File: src/hw/rtl/wmc_pkg.sv
// wmc_pkg: shared types, constants and the byte classifier of the word match counter
// no dependencies
package wmc_pkg;

    localparam int MAX_WORD_CHARS_DEF = 16;
    localparam int COUNT_BITS_DEF     = 16;
    localparam int QUEUE_DEPTH        = 4;

    localparam int CHAR_BITS   = 8;
    localparam int OUT_BITS    = 16;
    localparam int WORD_BITS   = 64;
    localparam int LEN_BITS    = 5;
    localparam int POS_BITS    = 5;
    localparam int CFG_IDX_BITS = 2;

    // configuration register indexes
    localparam logic [CFG_IDX_BITS-1:0] REG_WORD_LOW  = 2'd0;
    localparam logic [CFG_IDX_BITS-1:0] REG_WORD_HIGH = 2'd1;
    localparam logic [CFG_IDX_BITS-1:0] REG_WORD_LEN  = 2'd2;

    // input beat kinds
    localparam logic KIND_CHAR = 1'b0;
    localparam logic KIND_EOS  = 1'b1;

    localparam logic [LEN_BITS-1:0] WORD_LEN_RESET = 5'd1;

    typedef enum logic [1:0] {
        CLS_CHAR,
        CLS_DELIM,
        CLS_EOS
    } t_cls;

    typedef struct packed {
        t_cls                 cls;
        logic [CHAR_BITS-1:0] ch;
    } t_item;

    function automatic logic is_delim(input logic [CHAR_BITS-1:0] c);
        return (c >= 8'd9  && c <= 8'd13)  || (c >= 8'd32  && c <= 8'd47) ||
               (c >= 8'd58 && c <= 8'd64)  || (c >= 8'd91  && c <= 8'd96) ||
               (c >= 8'd123 && c <= 8'd126);
    endfunction

endpackage

File: src/hw/rtl/wmc_if.sv
// wmc_if: valid/ready channel interfaces for the input bytes and the match count
// depends on wmc_pkg
interface wmc_in_if;
    logic                          valid;
    logic                          ready;
    logic                          kind;
    logic [wmc_pkg::CHAR_BITS-1:0] char_byte;

    modport source (output valid, kind, char_byte, input ready);
    modport sink   (input valid, kind, char_byte, output ready);
endinterface

interface wmc_out_if;
    logic                         valid;
    logic                         ready;
    logic [wmc_pkg::OUT_BITS-1:0] match_count;

    modport source (output valid, match_count, input ready);
    modport sink   (input valid, match_count, output ready);
endinterface

File: src/hw/rtl/word_match_counter.sv
// word_match_counter: whole-word occurrence counter over a byte stream, top level
// depends on wmc_pkg, wmc_if, wmc_front, wmc_fifo and wmc_back
//
//  channel  dir  handshake          payload
//  i_in     in   valid/ready        kind, char_byte
//  o_out    out  valid/ready        match_count (one beat per end of stream)
//  i_cfg_*  in   write enable only  index 0..2, 64-bit data
//
// one byte per cycle while the output does not stall; a byte reaches the counter through
// the classify register, then the queue, and a count is registered in the result register
// on the edge that pops its end of stream.
// reset clears the token state, counter and word registers (length 1).
// a stalled output holds only the end-of-stream beat; bytes keep flowing until the queue
// and the classify register fill.
module word_match_counter #(
    parameter int MAX_WORD_CHARS = wmc_pkg::MAX_WORD_CHARS_DEF,
    parameter int COUNT_BITS     = wmc_pkg::COUNT_BITS_DEF
) (
    input  logic                             i_clk,
    input  logic                             i_rst_n,
    input  logic                             i_cfg_we,
    input  logic [wmc_pkg::CFG_IDX_BITS-1:0] i_cfg_idx,
    input  logic [wmc_pkg::WORD_BITS-1:0]    i_cfg_data,
    wmc_in_if.sink                           i_in,
    wmc_out_if.source                        o_out
);

    logic           front_valid;
    wmc_pkg::t_item front_item;
    logic           front_ready;
    logic           back_valid;
    wmc_pkg::t_item back_item;
    logic           back_ready;

    wmc_front u_front (
        .i_clk   (i_clk),
        .i_rst_n (i_rst_n),
        .i_in    (i_in),
        .o_valid (front_valid),
        .o_item  (front_item),
        .i_ready (front_ready)
    );

    wmc_fifo #(
        .DEPTH (wmc_pkg::QUEUE_DEPTH)
    ) u_fifo (
        .i_clk        (i_clk),
        .i_rst_n      (i_rst_n),
        .i_push_valid (front_valid),
        .i_push_item  (front_item),
        .o_push_ready (front_ready),
        .o_pop_valid  (back_valid),
        .o_pop_item   (back_item),
        .i_pop_ready  (back_ready)
    );

    wmc_back #(
        .MAX_WORD_CHARS (MAX_WORD_CHARS),
        .COUNT_BITS     (COUNT_BITS)
    ) u_back (
        .i_clk      (i_clk),
        .i_rst_n    (i_rst_n),
        .i_cfg_we   (i_cfg_we),
        .i_cfg_idx  (i_cfg_idx),
        .i_cfg_data (i_cfg_data),
        .i_valid    (back_valid),
        .i_item     (back_item),
        .o_ready    (back_ready),
        .o_out      (o_out)
    );

endmodule

File: src/hw/rtl/wmc_front.sv
// wmc_front: accepts input beats, classifies each byte and holds it in one register stage
// depends on wmc_pkg and wmc_if
module wmc_front (
    input  logic           i_clk,
    input  logic           i_rst_n,
    wmc_in_if.sink         i_in,
    output logic           o_valid,
    output wmc_pkg::t_item o_item,
    input  logic           i_ready
);

    logic           r_valid;
    wmc_pkg::t_item r_item;
    wmc_pkg::t_item n_item;
    logic           accept;

    assign i_in.ready = !r_valid || i_ready;
    assign accept     = i_in.valid && i_in.ready;

    always_comb begin
        n_item.ch = i_in.char_byte;
        if (i_in.kind == wmc_pkg::KIND_EOS) begin
            n_item.cls = wmc_pkg::CLS_EOS;
        end else if (wmc_pkg::is_delim(i_in.char_byte)) begin
            n_item.cls = wmc_pkg::CLS_DELIM;
        end else begin
            n_item.cls = wmc_pkg::CLS_CHAR;
        end
    end

    always_ff @(posedge i_clk) begin
        if (!i_rst_n) begin
            r_valid <= 1'b0;
        end else if (i_in.ready) begin
            r_valid <= i_in.valid;
        end
    end

    always_ff @(posedge i_clk) begin
        if (accept) begin
            r_item <= n_item;
        end
    end

    assign o_valid = r_valid;
    assign o_item  = r_item;

endmodule

File: src/hw/rtl/wmc_fifo.sv
// wmc_fifo: short queue of classified items between the front and back parts
// depends on wmc_pkg
module wmc_fifo #(
    parameter int DEPTH = wmc_pkg::QUEUE_DEPTH
) (
    input  logic           i_clk,
    input  logic           i_rst_n,
    input  logic           i_push_valid,
    input  wmc_pkg::t_item i_push_item,
    output logic           o_push_ready,
    output logic           o_pop_valid,
    output wmc_pkg::t_item o_pop_item,
    input  logic           i_pop_ready
);

    localparam int AW = (DEPTH > 1) ? $clog2(DEPTH) : 1;
    localparam int CW = $clog2(DEPTH + 1);

    wmc_pkg::t_item r_mem [DEPTH];
    logic [AW-1:0]  r_wr_ptr, n_wr_ptr;
    logic [AW-1:0]  r_rd_ptr, n_rd_ptr;
    logic [CW-1:0]  r_count, n_count;
    logic           push;
    logic           pop;

    assign o_push_ready = r_count != CW'(DEPTH);
    assign o_pop_valid  = r_count != '0;
    assign o_pop_item   = r_mem[r_rd_ptr];
    assign push         = i_push_valid && o_push_ready;
    assign pop          = o_pop_valid && i_pop_ready;

    always_comb begin
        n_wr_ptr = r_wr_ptr;
        n_rd_ptr = r_rd_ptr;
        n_count  = r_count;
        if (push) begin
            n_wr_ptr = (r_wr_ptr == AW'(DEPTH - 1)) ? '0 : r_wr_ptr + 1'b1;
        end
        if (pop) begin
            n_rd_ptr = (r_rd_ptr == AW'(DEPTH - 1)) ? '0 : r_rd_ptr + 1'b1;
        end
        if (push && !pop) begin
            n_count = r_count + 1'b1;
        end else if (pop && !push) begin
            n_count = r_count - 1'b1;
        end
    end

    always_ff @(posedge i_clk) begin
        if (!i_rst_n) begin
            r_wr_ptr <= '0;
            r_rd_ptr <= '0;
            r_count  <= '0;
        end else begin
            r_wr_ptr <= n_wr_ptr;
            r_rd_ptr <= n_rd_ptr;
            r_count  <= n_count;
        end
    end

    always_ff @(posedge i_clk) begin
        if (push) begin
            r_mem[r_wr_ptr] <= i_push_item;
        end
    end

    a_count_bound: assert property (@(posedge i_clk) disable iff (!i_rst_n)
        r_count <= CW'(DEPTH))
        else $error("queue count beyond depth");

    a_count_track: assert property (@(posedge i_clk) disable iff (!i_rst_n)
        (push && !pop) |=> r_count == $past(r_count) + 1'b1)
        else $error("queue count lost a push");

endmodule

File: src/hw/rtl/wmc_back.sv
// wmc_back: token tracking, word compare, match counter and the result register
// depends on wmc_pkg and wmc_if
module wmc_back #(
    parameter int MAX_WORD_CHARS = wmc_pkg::MAX_WORD_CHARS_DEF,
    parameter int COUNT_BITS     = wmc_pkg::COUNT_BITS_DEF
) (
    input  logic                                i_clk,
    input  logic                                i_rst_n,
    input  logic                                i_cfg_we,
    input  logic [wmc_pkg::CFG_IDX_BITS-1:0]    i_cfg_idx,
    input  logic [wmc_pkg::WORD_BITS-1:0]       i_cfg_data,
    input  logic                                i_valid,
    input  wmc_pkg::t_item                      i_item,
    output logic                                o_ready,
    wmc_out_if.source                           o_out
);

    logic [wmc_pkg::WORD_BITS-1:0]  r_word_lo;
    logic [wmc_pkg::WORD_BITS-1:0]  r_word_hi;
    logic [wmc_pkg::LEN_BITS-1:0]   r_word_len;

    logic [wmc_pkg::POS_BITS-1:0]   r_pos, n_pos;
    logic                           r_mismatch, n_mismatch;
    logic [COUNT_BITS-1:0]          r_cnt, n_cnt;
    logic                           r_out_valid;
    logic [wmc_pkg::OUT_BITS-1:0]   r_out_count, n_out_count;

    logic [2*wmc_pkg::WORD_BITS-1:0] word;
    logic [wmc_pkg::CHAR_BITS-1:0]   word_ch;
    logic                            len_ok;
    logic                            hit;
    logic [COUNT_BITS-1:0]           cnt_fin;
    logic [31:0]                     cnt_wide;
    logic                            take;
    logic                            is_eos;

    always_ff @(posedge i_clk) begin
        if (!i_rst_n) begin
            r_word_lo  <= '0;
            r_word_hi  <= '0;
            r_word_len <= wmc_pkg::WORD_LEN_RESET;
        end else if (i_cfg_we) begin
            unique case (i_cfg_idx)
                wmc_pkg::REG_WORD_LOW:  r_word_lo  <= i_cfg_data;
                wmc_pkg::REG_WORD_HIGH: r_word_hi  <= i_cfg_data;
                wmc_pkg::REG_WORD_LEN:  r_word_len <= i_cfg_data[wmc_pkg::LEN_BITS-1:0];
                default: ;
            endcase
        end
    end

    assign is_eos  = i_item.cls == wmc_pkg::CLS_EOS;
    // an end-of-stream item waits for the result register to be free
    assign o_ready = !is_eos || !r_out_valid || o_out.ready;
    assign take    = i_valid && o_ready;

    assign word    = {r_word_hi, r_word_lo};
    assign word_ch = word[{r_pos[3:0], 3'b000} +: wmc_pkg::CHAR_BITS];
    assign len_ok  = r_word_len != '0 &&
                     r_word_len <= wmc_pkg::LEN_BITS'(MAX_WORD_CHARS);
    // the token in flight is a whole match of the word and the counter is not yet full
    assign hit     = len_ok && r_pos == r_word_len && !r_mismatch && !(&r_cnt);
    assign cnt_fin = hit ? r_cnt + 1'b1 : r_cnt;
    assign cnt_wide = 32'(cnt_fin);

    always_comb begin
        n_pos       = r_pos;
        n_mismatch  = r_mismatch;
        n_cnt       = r_cnt;
        n_out_count = (|cnt_wide[31:wmc_pkg::OUT_BITS]) ? '1
                                                        : cnt_wide[wmc_pkg::OUT_BITS-1:0];
        unique case (i_item.cls)
            wmc_pkg::CLS_EOS: begin
                n_pos      = '0;
                n_mismatch = 1'b0;
                n_cnt      = '0;
            end
            wmc_pkg::CLS_DELIM: begin
                n_pos      = '0;
                n_mismatch = 1'b0;
                n_cnt      = cnt_fin;
            end
            wmc_pkg::CLS_CHAR: begin
                if (r_pos < r_word_len &&
                    r_pos < wmc_pkg::POS_BITS'(MAX_WORD_CHARS)) begin
                    if (word_ch != i_item.ch) begin
                        n_mismatch = 1'b1;
                    end
                end else begin
                    n_mismatch = 1'b1;
                end
                if (!(&r_pos)) begin
                    n_pos = r_pos + 1'b1;
                end
            end
            default: ;
        endcase
    end

    always_ff @(posedge i_clk) begin
        if (!i_rst_n) begin
            r_pos       <= '0;
            r_mismatch  <= 1'b0;
            r_cnt       <= '0;
            r_out_valid <= 1'b0;
        end else begin
            if (take) begin
                r_pos      <= n_pos;
                r_mismatch <= n_mismatch;
                r_cnt      <= n_cnt;
            end
            if (take && is_eos) begin
                r_out_valid <= 1'b1;
            end else if (o_out.ready) begin
                r_out_valid <= 1'b0;
            end
        end
    end

    always_ff @(posedge i_clk) begin
        if (take && is_eos) begin
            r_out_count <= n_out_count;
        end
    end

    assign o_out.valid       = r_out_valid;
    assign o_out.match_count = r_out_count;

    a_eos_clears: assert property (@(posedge i_clk) disable iff (!i_rst_n)
        (take && is_eos) |=> (r_pos == '0 && !r_mismatch && r_cnt == '0 && r_out_valid))
        else $error("end of stream did not clear the token state");

    a_cnt_monotonic: assert property (@(posedge i_clk) disable iff (!i_rst_n)
        !(take && is_eos) |=> r_cnt >= $past(r_cnt))
        else $error("match counter went down without end of stream");

    a_no_overwrite: assert property (@(posedge i_clk) disable iff (!i_rst_n)
        (r_out_valid && !o_out.ready) |-> !(take && is_eos))
        else $error("result overwritten before it was taken");

endmodule

File: src/flat_wrapper.sv
// flat-port wrapper written by rule: the top's interface ports become plain ports
module word_match_counter_flat 
#(
    parameter int MAX_WORD_CHARS = wmc_pkg::MAX_WORD_CHARS_DEF,
    parameter int COUNT_BITS     = wmc_pkg::COUNT_BITS_DEF
)
  (i_clk, i_rst_n, i_cfg_we, i_cfg_idx, i_cfg_data, i_in_valid, i_in_kind, i_in_char_byte, i_in_ready, o_out_valid, o_out_match_count, o_out_ready);
  wmc_in_if i_in_i ();
  wmc_out_if o_out_i ();
  input  logic i_clk;
  input  logic i_rst_n;
  input  logic i_cfg_we;
  input  logic [wmc_pkg::CFG_IDX_BITS-1:0] i_cfg_idx;
  input  logic [wmc_pkg::WORD_BITS-1:0] i_cfg_data;
  input wire logic [$bits(i_in_i.valid)-1:0] i_in_valid;
  input wire logic [$bits(i_in_i.kind)-1:0] i_in_kind;
  input wire logic [$bits(i_in_i.char_byte)-1:0] i_in_char_byte;
  output wire logic [$bits(i_in_i.ready)-1:0] i_in_ready;
  output wire logic [$bits(o_out_i.valid)-1:0] o_out_valid;
  output wire logic [$bits(o_out_i.match_count)-1:0] o_out_match_count;
  input wire logic [$bits(o_out_i.ready)-1:0] o_out_ready;
  assign i_in_i.valid = i_in_valid;
  assign i_in_i.kind = i_in_kind;
  assign i_in_i.char_byte = i_in_char_byte;
  assign i_in_ready = i_in_i.ready;
  assign o_out_valid = o_out_i.valid;
  assign o_out_match_count = o_out_i.match_count;
  assign o_out_i.ready = o_out_ready;
  word_match_counter #(.MAX_WORD_CHARS(MAX_WORD_CHARS), .COUNT_BITS(COUNT_BITS)) u_core (.i_clk(i_clk), .i_rst_n(i_rst_n), .i_cfg_we(i_cfg_we), .i_cfg_idx(i_cfg_idx), .i_cfg_data(i_cfg_data), .i_in(i_in_i), .o_out(o_out_i));
endmodule
File: config.mk
export PLATFORM = sky130hd
export DESIGN_NAME = word_match_counter_flat
export DESIGN_NICKNAME = d
export VERILOG_FILES = /design/src/hw/rtl/wmc_pkg.sv /design/src/hw/rtl/wmc_if.sv /design/src/hw/rtl/word_match_counter.sv /design/src/hw/rtl/wmc_front.sv /design/src/hw/rtl/wmc_fifo.sv /design/src/hw/rtl/wmc_back.sv /design/src/flat_wrapper.sv
export SDC_FILE = /design/constraint.sdc
export NUM_CORES = 1
export LEC_CHECK = 0
export ABC_AREA = 1
export BUFFER_PORTS_ARGS = -buffer_cell sky130_fd_sc_hd__buf_4
export CORE_ASPECT_RATIO = 0.75
export CORE_MARGIN = 3
export CORE_UTILIZATION = 59
export DETAILED_ROUTE_END_ITERATION = 10
export PLACE_DENSITY = 0.79
export SYNTH_ARGS = -nofsm -noshare
export SYNTH_HDL_FRONTEND = slang
export SYNTH_SLANG_ARGS = --single-unit
File: constraint.sdc
create_clock -name i_clk -period 3.6 [get_ports i_clk]
set_input_delay 0.54 -clock i_clk [delete_from_list [all_inputs] [get_ports i_clk]]
set_output_delay 0.54 -clock i_clk [all_outputs]
set_load 0.1 [all_outputs]
Word-level counts from Yosys, hierarchy flattened
Memories as Yosys holds them, arrays and structs flattened. A register that Yosys moved wholly into a read port is not among the register bits.
Index checks and enable logic that the tools add are counted.
Widths: inputs -> output; s select.

word-level totals
  output and inout bits = 18
  word-level logic and storage cells = 111
  memories = 1
  register bits after elaboration = 190
  bits in writable memories = 40
  input bits = 80

memories
  memory               depth  width  read ports  clocked after memory_dff  wr ports  line            RTL
  u_core.u_fifo.r_mem  4      10     1           1                         1         wmc_fifo.sv:19  wmc_pkg::t_item r_mem [DEPTH];

cells by class
  $add $sub $neg = 6
  shifts and indexed selects = 1
  order comparisons = 13
  eq/ne operators = 11
  reductions and logical operators = 47
  mux-type cells = 18

operators by type and width
  kind                   number
  $shiftx 128x8->8       1
  $pmux 16 s2            1
  $le 8x7->1 const B     3
  $add 16x1->16 const B  1
  $ge 8x6->1 const B     2
  $ge 8x7->1 const B     2
  $logic_and 1x1->1      16
  $mux 16                1
  $reduce_and 16->1      1
  $pmux 5 s2             1
  $eq 2x2->1 const B     4
  $ge 8x4->1 const B     1
  $le 8x4->1 const B     1
  $le 8x6->1 const B     1
  $mux 2                 4
  $ne 8x8->1             1
  $reduce_and 2->1       4
  $reduce_bool 2->1      4
  $logic_not 1->1        7
  $logic_or 1x1->1       7
  $mux 1                 7
  $mux 3                 2
  $ne 3x3->1 const B     2
  $reduce_and 3->1       2
  other kinds (17)       20

Depth between registers and ports, before layout
  depth after elaboration = 8
  depth in mapped cells = 16
  gate-level depth less buffers = 15

Hierarchy
From an unflattened synthesis, not the netlist that was laid out.

second synthesis, totals
  cells, all modules = 1325
  area, all modules = 10511.3 um^2

modules (own cells, without submodules)
  module     instances  cells each  area each (um^2)
  wmc_back   1          1114        8062.7
  wmc_fifo   1          167         1984.4
  wmc_front  1          44          464.2

Least setup slack after synthesis
No wires, ideal clock.

  kind = register -> register
  start point = register (tool-made name)
  end point = register u_core.u_back.r_out_count (netlist bit u_core.u_back.o_out.match_count[0]) (enable)
  data required time = 3.210 ns
  data arrival time = 2.137 ns
  stages on the path, launching flop included = 9
  library setup time = 0.390 ns
  slack = 1.073 ns
  buffers on the path = 1
  cell sequence = dfxtp_1 > clkinv_1 > clkbuf_1 > a32oi_1 > inv_1 > ha_1 > nand2_1 > nand2_1 > nor2_1

RTL lines
  what                    line             RTL
  end signal: assignment  wmc_back.sv:122  r_out_count <= n_out_count;
  end: declaration        wmc_back.sv:26   logic [wmc_pkg::OUT_BITS-1:0] r_out_count, n_out_count;

==> impl_metrics.yaml <==
outcome:
  outcome: "completed"
placed_design:
  place.gp.congestion: 0.8328
  dp_hpwl_um: 16770
  portBuffers: 97
sta:
  rsz0062_at_grt: "no"
  finalHoldViolCount: 0
  fmax_ghz: 0.3401
  relSlewSlack: 0.3507
  slew_viol_final: 0
  whs_ps: 226.8
  final.period_utilization: 0.8167
  fin_worst_skew_ps: 10.80
  setup_viol: 0
  tightestPinTransition_ps: 970.3
  fin_crit_ps: 2940
  fin_tns_setup_ps: 0
floorplanning:
  initial_core_util: 0.6100
  die_x_um: 159.2
  die_h_um: 120.9
  core_sq_um: 17030
  rows: 41
  die_area_sq_um: 19250
  ios: 98
clock_tree:
  cts_resized: 0
  insertion_delay_ps: 510
  clkTransAtPathRegs_ps: 60
  postCtsSetupRepairBufs: 0
  cts_root_buffer: "clkbuf_16"
  tritoncts: "built"
  numCtsBuffers: 22
  cts_hold_buf: 0
  htree_levels: 1
  clk_path_buf_depth: 3
  clock_sinks: 232
pwr:
  ir_worst_vdd_uv: 323.0
  power_density_nw_per_um2: 630.4
  p_leak_nw: 4.811
  p_total_mw: 7.518
finish:
  seqCellArea_sq_um: 5306
  syn2layout_area_growth_pct: 14.79
  post_route_cells_drive_above_1_share: 0.1232
  final_cell_mix: "219 x nand2_1, 171 x o21ai_0, 165 x dfxtp_1"
  fin_nets: 1470
  n_antenna_cell: 0
  fillers: 1411
  multi_input_area_sq_um: 4207
  final_common_cell: "nand2_1"
logic_synthesis:
  ys_seq_elements: 232
  syn_inst: 1310
  ys.flop_type: "dfxtp_1"
  postSynthAreaPerCell_sq_um: 7.931
  syn-cell-area_sq_um: 10390
  synthArstFlopShare: 0
  synthAdderAreaFrac: 0.02240
  ys_seq_area_frac: 0.5106
  synthXorXnorAreaFrac: 0.01012
  synth_compound_area_frac: 0.1818
  synth_cell_types: 42
  yosys_warnings: 0
  synth_edf_count: 66
  synth_top_family_by_area: "simple AND/OR/NAND/NOR gates"
  synthSimpleGateAreaFrac: 0.1900
  syn-num-nets: 1408
  synthMuxAreaShare: 0
critical_path:
  end_kind: "register"
  cp_max_fo: 21
  startpoint_type: "register"
  cp_data_arrival_time_ps: 3380
  path_class: "reg2reg"
  cp.required_ps: 4040
global_routing:
  grt_overflow: 0
  antenna_found_initial: 0
  grt.total_usage: 0.2631
  grt_pass1_vias: 8382
  grt_max_degree: 106
  grt_pass1_wl_um: 41840
routing:
  drc: 0
  viasPerCell: 5.555
  antenna_left: 0
  routed_wl_um: 25260
  wl_per_cell_um: 15.55
  vias: 9021
  drt_pass1_iterations: 5
  drt_iter0_drc: 844
flow_run:
  max-cap-violations: 0
hold_path:
  hold_path_class: "in2reg"
## routing by layer
metal / part of all wire / wire (um) / global-route usage
met3: 0.078 / 1981 / 0.05595
met5: 0 / 0 / 0
met4: 0.021 / 529 / 0.06998
met1: 0.46 / 11570 / 0.3777
met2: 0.44 / 11180 / 0.4081
## critical path, cell delays in order, from the launching register on
cell     delay [ps]
dfxtp_1         300
buf_4           190
inv_1           420
nand2_1         110
a32oi_1         270
ha_1            230
nand2_1          60
nand2_1         160
inv_2            90
nand2_2         290
inv_1           120
a21oi_2         310
inv_2            60
nand4_1          90
o21ai_1          70
a21oi_1         110
## where the power goes
group	leakage [nW]	total [mW]	internal (mW)	switching [mW]
sequential	1.97	3.03	2.93	0.0918
clock	0.330	2.18	1.24	0.942
combinational	2.51	2.31	0.652	1.66
## flip-flops by register name, indices dropped and copies added (netlist names), 3 cells and up, named ones only
signal / count
u_core.u_fifo.r_mem: 40
u_core.u_back.r_cnt: 16
u_core.u_back.r_word_lo: 64
u_core.u_fifo.r_count: 3
u_core.u_front.o_item: 10
u_core.u_back.r_pos: 5
u_core.u_back.o_out.match_count: 16
u_core.u_back.r_word_hi: 64
u_core.u_back.r_word_len: 5
## synthesized netlist by cell type, types with 2 or more instances
library cell,n,area [sq um]
a211oi_1,5,37.54
a21oi_1,143,715.7
a21oi_2,2,17.52
a32oi_1,6,52.55
buf_1,2,7.510
buf_2,16,80.08
clkbuf_1,58,217.7
clkinv_1,2,7.510
dfxtp_1,166,3323
edfxtp_1,66,1982
ha_1,17,212.7
inv_1,138,518.0
inv_2,7,26.28
nand2_1,219,822.0
nand3_1,107,535.5
nand3b_1,2,15.01
nand4_1,5,31.28
nor2_1,117,439.2
nor3_1,12,60.06
o211ai_1,6,45.04
o21ai_0,171,855.8
o21ai_1,2,10.01
o21ai_2,10,87.58
o22ai_1,3,18.77
xnor2_1,5,43.79
xor2_1,7,61.31
## per-stage QoR
step	utilization	cells	setup slack, ps	instance area (sq um)
floorplan	-	1310	1073	10390
finish	0.7003	1624	659.9	11930
CTS	0.7003	1624	634.3	11930
detailed placement	0.6609	1584	659.9	11260
global route	0.7003	1624	294.3	11930
global placement	0.6609	1584	828.8	11260
## layout make-up
type / count / area share
clock buffers: 29 / 0.05015
repair buffers: 116 / 0.07512
flip-flops and latches: 232 / 0.4449
inverters: 147 / 0.04627
multi-input cells: 853 / 0.3527
well taps: 236 / 0.02476
clock inverters: 11 / 0.006085
## kinds of logic after synthesis
family / after synthesis
and+or+nand+nor: 469
AOI/OAI and AO/OA: 354
DFF: 232
buffers and inverters: 225
adders and majority gates: 18
xor gates and xnor gates: 12
## path summary, 6_finish.rpt
check / start / endpoint / slack, ps / cells past startpoint
setup / recovery: register / u_core.u_back.r_pos[3]$_SDFFE_PN0P_ / 660 / 15
hold / removal: i_in_char_byte[7] / u_core.u_front.o_item[7]$_DFFE_PP_ / 230 / 1
setup reg to reg: register / u_core.u_back.r_pos[3]$_SDFFE_PN0P_ / 660 / 15
hold reg to reg: u_core.u_back.r_word_lo[30]$_SDFFE_PN0P_ / u_core.u_back.r_word_lo[30]$_SDFFE_PN0P_ / 450 / 2
(Power assumes the default switching activity.)
